==> config.mk <==
export PLATFORM = sky130hd
export DESIGN_NAME = okv_seq
export DESIGN_NICKNAME = d
export VERILOG_FILES = /design/src/rtl/okv_pkg.sv /design/src/rtl/okv_seq.sv
export SDC_FILE = /design/constraint.sdc
export NUM_CORES = 1
export LEC_CHECK = 0
export ABC_AREA = 0
export BUFFER_PORTS_ARGS = -buffer_cell sky130_fd_sc_hd__buf_4
export CAP_MARGIN = 40
export CORE_AREA = 10 10 176 178
export DETAILED_ROUTE_END_ITERATION = 10
export DIE_AREA = 0 0 186 188
export PLACE_DENSITY = 0.65
export SETUP_SLACK_MARGIN = 0.1
export SYNTH_ARGS = -nofsm -noshare
export SYNTH_HDL_FRONTEND = slang
export SYNTH_SLANG_ARGS = --single-unit
==> constraint.sdc <==
create_clock -name clk -period 3.7 [get_ports clk]
set_input_delay 0.185 -clock clk [delete_from_list [all_inputs] [get_ports clk]]
set_output_delay 0.185 -clock clk [all_outputs]
set_load 0.02 [all_outputs]
==> src/rtl/okv_pkg.sv <==
// Package for the ordered key/value table: sizes, request and result types,
// action and status codes, and the stored entry layout. No dependencies.
package okv_pkg;

  localparam int CAPACITY   = 64;
  localparam int KEY_BITS   = 64;
  localparam int VALUE_BITS = 64;

  localparam int IDX_W = (CAPACITY > 1) ? $clog2(CAPACITY) : 1;
  localparam int CNT_W = $clog2(CAPACITY + 1);

  localparam int ACTION_W = 2;
  localparam int STATUS_W = 2;
  localparam int WORD_W   = 64;
  localparam int COUNT_W  = 7;

  typedef enum logic [ACTION_W-1:0] {
    ACT_SET    = 2'd0,
    ACT_GET    = 2'd1,
    ACT_REMOVE = 2'd2,
    ACT_CLEAR  = 2'd3
  } action_t;

  typedef enum logic [STATUS_W-1:0] {
    ST_OK        = 2'd0,
    ST_NOT_FOUND = 2'd1,
    ST_FULL      = 2'd2
  } status_t;

  typedef struct packed {
    action_t           action;
    logic [WORD_W-1:0] key;
    logic [WORD_W-1:0] value;
  } req_t;

  typedef struct packed {
    status_t            status;
    logic [WORD_W-1:0]  read_value;
    logic [COUNT_W-1:0] entry_count;
  } rsp_t;

  typedef struct packed {
    logic [KEY_BITS-1:0]   key;
    logic [VALUE_BITS-1:0] value;
  } entry_t;

  localparam int ENTRY_W = $bits(entry_t);

endpackage

==> src/rtl/okv_seq.sv <==
// Request sequencer: linear search, update, append and order-keeping shift
// over the entry RAM. Depends on okv_pkg.
module okv_seq (
  input  logic                         clk,
  input  logic                         rst,
  input  logic                         req_valid,
  output logic                         req_ready,
  input  okv_pkg::req_t                req,
  output logic                         res_valid,
  input  logic                         res_ready,
  output okv_pkg::rsp_t                res,
  output logic                         mem_we,
  output logic [okv_pkg::IDX_W-1:0]    mem_waddr,
  output okv_pkg::entry_t              mem_wdata,
  output logic [okv_pkg::IDX_W-1:0]    mem_raddr,
  input  okv_pkg::entry_t              mem_rdata
);
  import okv_pkg::*;

  typedef enum logic [2:0] {
    S_IDLE,
    S_SRCH_RD,
    S_SRCH_CMP,
    S_MISS,
    S_SHIFT_RD,
    S_SHIFT_WR,
    S_DONE
  } state_t;

  state_t                  state;
  logic [CNT_W-1:0]        fill;
  logic [IDX_W-1:0]        idx;
  action_t                 act;
  logic [KEY_BITS-1:0]     key_r;
  logic [VALUE_BITS-1:0]   val_r;
  status_t                 status_r;
  logic [VALUE_BITS-1:0]   rd_val;

  logic                    hit;
  logic                    last;
  logic                    has_room;
  logic                    shift_more;
  logic [CNT_W-1:0]        idx_plus;

  assign idx_plus   = CNT_W'(idx) + CNT_W'(1);
  assign hit        = (mem_rdata.key == key_r);
  assign last       = (idx_plus == fill);
  assign has_room   = (fill < CNT_W'(CAPACITY));
  assign shift_more = (idx_plus < fill);

  assign req_ready = (state == S_IDLE);
  assign res_valid = (state == S_DONE);

  always_comb begin
    res.status      = status_r;
    res.read_value  = WORD_W'(rd_val);
    res.entry_count = COUNT_W'(fill);
  end

  // RAM port control
  always_comb begin
    mem_we          = 1'b0;
    mem_waddr       = idx;
    mem_wdata.key   = key_r;
    mem_wdata.value = val_r;
    mem_raddr       = idx;
    case (state)
      S_SRCH_CMP: begin
        mem_we = hit && (act == ACT_SET);
      end
      S_MISS: begin
        mem_we    = (act == ACT_SET) && has_room;
        mem_waddr = fill[IDX_W-1:0];
      end
      S_SHIFT_RD: begin
        mem_raddr = idx_plus[IDX_W-1:0];
      end
      S_SHIFT_WR: begin
        mem_we    = 1'b1;
        mem_wdata = mem_rdata;
      end
      default: begin
      end
    endcase
  end

  always_ff @(posedge clk) begin
    if (rst) begin
      state    <= S_IDLE;
      fill     <= '0;
      idx      <= '0;
      act      <= ACT_SET;
      key_r    <= '0;
      val_r    <= '0;
      status_r <= ST_OK;
      rd_val   <= '0;
    end else begin
      case (state)
        S_IDLE: begin
          if (req_valid) begin
            act      <= req.action;
            key_r    <= req.key[KEY_BITS-1:0];
            val_r    <= req.value[VALUE_BITS-1:0];
            idx      <= '0;
            status_r <= ST_OK;
            rd_val   <= '0;
            if (req.action == ACT_CLEAR) begin
              fill  <= '0;
              state <= S_DONE;
            end else if (fill == '0) begin
              state <= S_MISS;
            end else begin
              state <= S_SRCH_RD;
            end
          end
        end
        S_SRCH_RD: begin
          state <= S_SRCH_CMP;
        end
        S_SRCH_CMP: begin
          if (hit) begin
            case (act)
              ACT_GET: begin
                rd_val <= mem_rdata.value;
                state  <= S_DONE;
              end
              ACT_REMOVE: begin
                state <= S_SHIFT_RD;
              end
              default: begin
                state <= S_DONE;
              end
            endcase
          end else if (last) begin
            state <= S_MISS;
          end else begin
            idx   <= idx + IDX_W'(1);
            state <= S_SRCH_RD;
          end
        end
        S_MISS: begin
          if (act == ACT_SET) begin
            if (has_room) begin
              fill <= fill + CNT_W'(1);
            end else begin
              status_r <= ST_FULL;
            end
          end else begin
            status_r <= ST_NOT_FOUND;
          end
          state <= S_DONE;
        end
        S_SHIFT_RD: begin
          if (shift_more) begin
            state <= S_SHIFT_WR;
          end else begin
            fill  <= fill - CNT_W'(1);
            state <= S_DONE;
          end
        end
        S_SHIFT_WR: begin
          idx   <= idx + IDX_W'(1);
          state <= S_SHIFT_RD;
        end
        S_DONE: begin
          if (res_ready) begin
            state <= S_IDLE;
          end
        end
        default: begin
          state <= S_IDLE;
        end
      endcase
    end
  end

endmodule

==> run metrics <==
outcome=complete, no violations; area of the multi-input gates=5490 sq um; ys async rst share=0; CP cell instances=xor2_1, nor4_1, nand4_1, nor4_4, nand3_2, a21boi_0, o21ai_0, buf_4; CTS Buf Count=27; Buffers & Inverters on Critical Path=1; Ys Warns=0; first-pass GRT wire length=about 68000 um; placed cell areas=~14000 sq um; nets@finish=2050; initial antenna violation count=5; post-synth top area share=0.420; Tcrit/Tclk final=0.896; FF+latch count, synth=212; Worst Hold Class=in2reg; Pre-Repair DR Iteration Count=5; Initial Util=0.367; hold path depth=3; Residual DRC=0; clk root buf=clkbuf_16; Worst R2R Setup Slack=between 400 and 500 ps; FILL cells=2261; Setup CP Type=reg2out; Top Ports=about 480; Achievable Freq=between 300 and 400 MHz; IO buf count=roughly 480; min cycle time layout=3310 ps; core area=27500 sq um; worst-path fanout max=4; area delta synth->final=66.4%; Main synth FF type=dfxtp_1; Final WS setup=a little under 400 ps; setup TNS=0 ps; register area=4240 sq um; switching power=about 3.5 mW; vias=10900; relative slew slack=0.394; vias in the first global route=11500; final setup violating endpoints=0; Die Y-Extent=188 um; sequential fraction of the synthesis area=0.420; clock share of power=0.282; Sink Count=roughly 210; Cells after Synth=1138; Post-CTS Setup Inserts=0; detailed-route wire length=between 40000 and 50000 um; commonest cells after routing, fill and taps aside=482 x buf_4, 279 x nand2_1, 212 x dfxtp_1, 199 x dlygate4sd3_1, 141 x a21oi_1; top cells by area, synth=dfxtp_1 42%, mux2_2 15%, nand2_1 10%, a21oi_1 7.0%, xor2_1 5.8%; Sequential Power Share=0.315; clock latency at the later pin of the worst-skew pair=540 ps; total stage count of the critical path=8; slowest stage delay, CP=640 ps; Comb power frac=0.403; commonest non-fill, non-tap cell in the layout=buf_4; max-slew violations=0; Vias/cell=5.09; pre-CTS setup slack=505 ps; CP max-delay cell=nor4_1; PwrDens=about 550 nW/um^2; R2R cell count=12; Worst Skew=16.0 ps; Sw Share=0.378; die width=186 um; layout cells sized above 1=0.377; Worst Max-Slew Pin Slew=909 ps; MaxCap Viol Count=0; critical path's top delay family=simple AND/OR/NAND/NOR gates; global route overflow=0; num rows=61; pin count of the biggest net entering global routing=85; Critical Path RT=3510 ps; Total GRT Usage=0.243; count of cell types in the netlist=47; clock transition at the registers of the reported paths=roughly 60 ps; RD Place Congestion=about 0.9; post-synth top area cell=dfxtp_1; internal power component=5.73 mW; syn_nets=1414; die area=35000 sq um; finished layout cell area=16800 sq um; static leakage=7.84 nW; CTS tree=yes; DP HPWL=between 30000 and 40000 um; Hold Violations, Final=0; Critical Path AT=3130 ps; Max clock buf depth=3; H-tree level count=1; Avg WL per Cell=21.1 um; worst hold margin=roughly 66 ps; CP Capture Type=primary output; Peak VDD IR=0.370 mV; Antenna Nets Post-Route=0; RSZ-0062 raised after global routing=no; number of DRC markers in iteration 0=551; crit path launch type=register; Post-synth EDFFs=0; Avg Cell Area, Syn=8.87 sq um; Post-Synthesis Cell Area=10100 sq um
## layout make-up
class | instances | area share
Clock buffer | 39 | 0.0465
Multi-Input combinational cell | 835 | 0.327
Timing Repair Buffer | 685 | 0.339
Clock inverter | 11 | 0.00611
Inverter | 13 | 0.00290
Antenna cell | 5 | 0.000745
Tap cell | 346 | 0.0258
Sequential cell | 212 | 0.253
## power by group through the flow
stage               combinational (mW)  sequential, mW  clock (mW)
detailed placement                3.51            2.94           0
global placement                  3.49            2.92           0
floorplan                         2.14            2.83           0
global route                      4.01            2.94        2.74
CTS                               3.71            2.89        2.66
finish                            3.71            2.90        2.60
## state kept, by name (all words and copies together) (netlist names)
| name | count |
|---|---|
| state | 3 |
| status_r | 2 |
| rd_val | 64 |
| idx | 6 |
| fill | 7 |
| val_r | 64 |
| act | 2 |
| key_r | 64 |
## metrics by stage
step / utilization / std cells / total power, mW
5_1_grt: 0.611 / 2146 / 9.69
3_5_place_dp: 0.506 / 1892 / 6.44
4_1_cts: 0.611 / 2141 / 9.26
2_1_floorplan: - / 1138 / 4.97
3_3_place_gp: 0.506 / 1892 / 6.41
6_report: 0.611 / 2146 / 9.21
## worst paths after layout
path | endpoint | startpoint
hold / removal | state[0] | rst
setup / recovery | mem_we | key_r[24]
hold reg to reg | val_r[4] | val_r[4]
setup reg to reg | fill[6] | idx[0]
## logic make-up (layout without fill, tap and decap cells)
logic type / after synthesis / count (layout) / share of synthesized area
compound gates: 250 / 250 / 0.156
flops: 212 / 212 / 0.420
other cells: 0 / 5 / 0
fa+ha+maj: 14 / 14 / 0.0181
xor+xnor: 73 / 73 / 0.0633
mux: 135 / 135 / 0.150
simple gates: 363 / 363 / 0.153
buf+inv: 91 / 748 / 0.0384
## synthesized netlist by cell type (all sizes together), types with 11 or more instances
cell type	count
a22o	65
nor4	20
mux2	130
ha	13
a21oi	141
nor2	22
inv	13
dfxtp	212
xor2	67
nand2	280
o21ai	17
clkbuf	67
buf	11
## routing by layer
| metal | global-route usage | part of all wire |
|---|---|---|
| met3 | 0.0843 | 0.099 |
| met4 | 0.107 | 0.040 |
| met2 | 0.429 | 0.49 |
| met5 | 0 | 0 |
| met1 | 0.255 | 0.37 |
## worst reg2reg max path, cell delays in order, from the launching register on
cell and delay (ps):
dfxtp_1 450, ha_1 260, nand3_1 150, and2_1 200, or2_2 290, ha_1 300, o21a_1 130, o21a_1 130
o211a_1 170, nor3_1 70, nor3_2 610, a21oi_1 150, a311oi_1 260
## timing repair
| action | CTS | global route |
|---|---|---|
| endpoints found under the hold margin | 195 | 0 |
| resized for setup | 0 | 0 |
| hold buffers | 199 | 0 |
(Power assumes the default switching activity.)
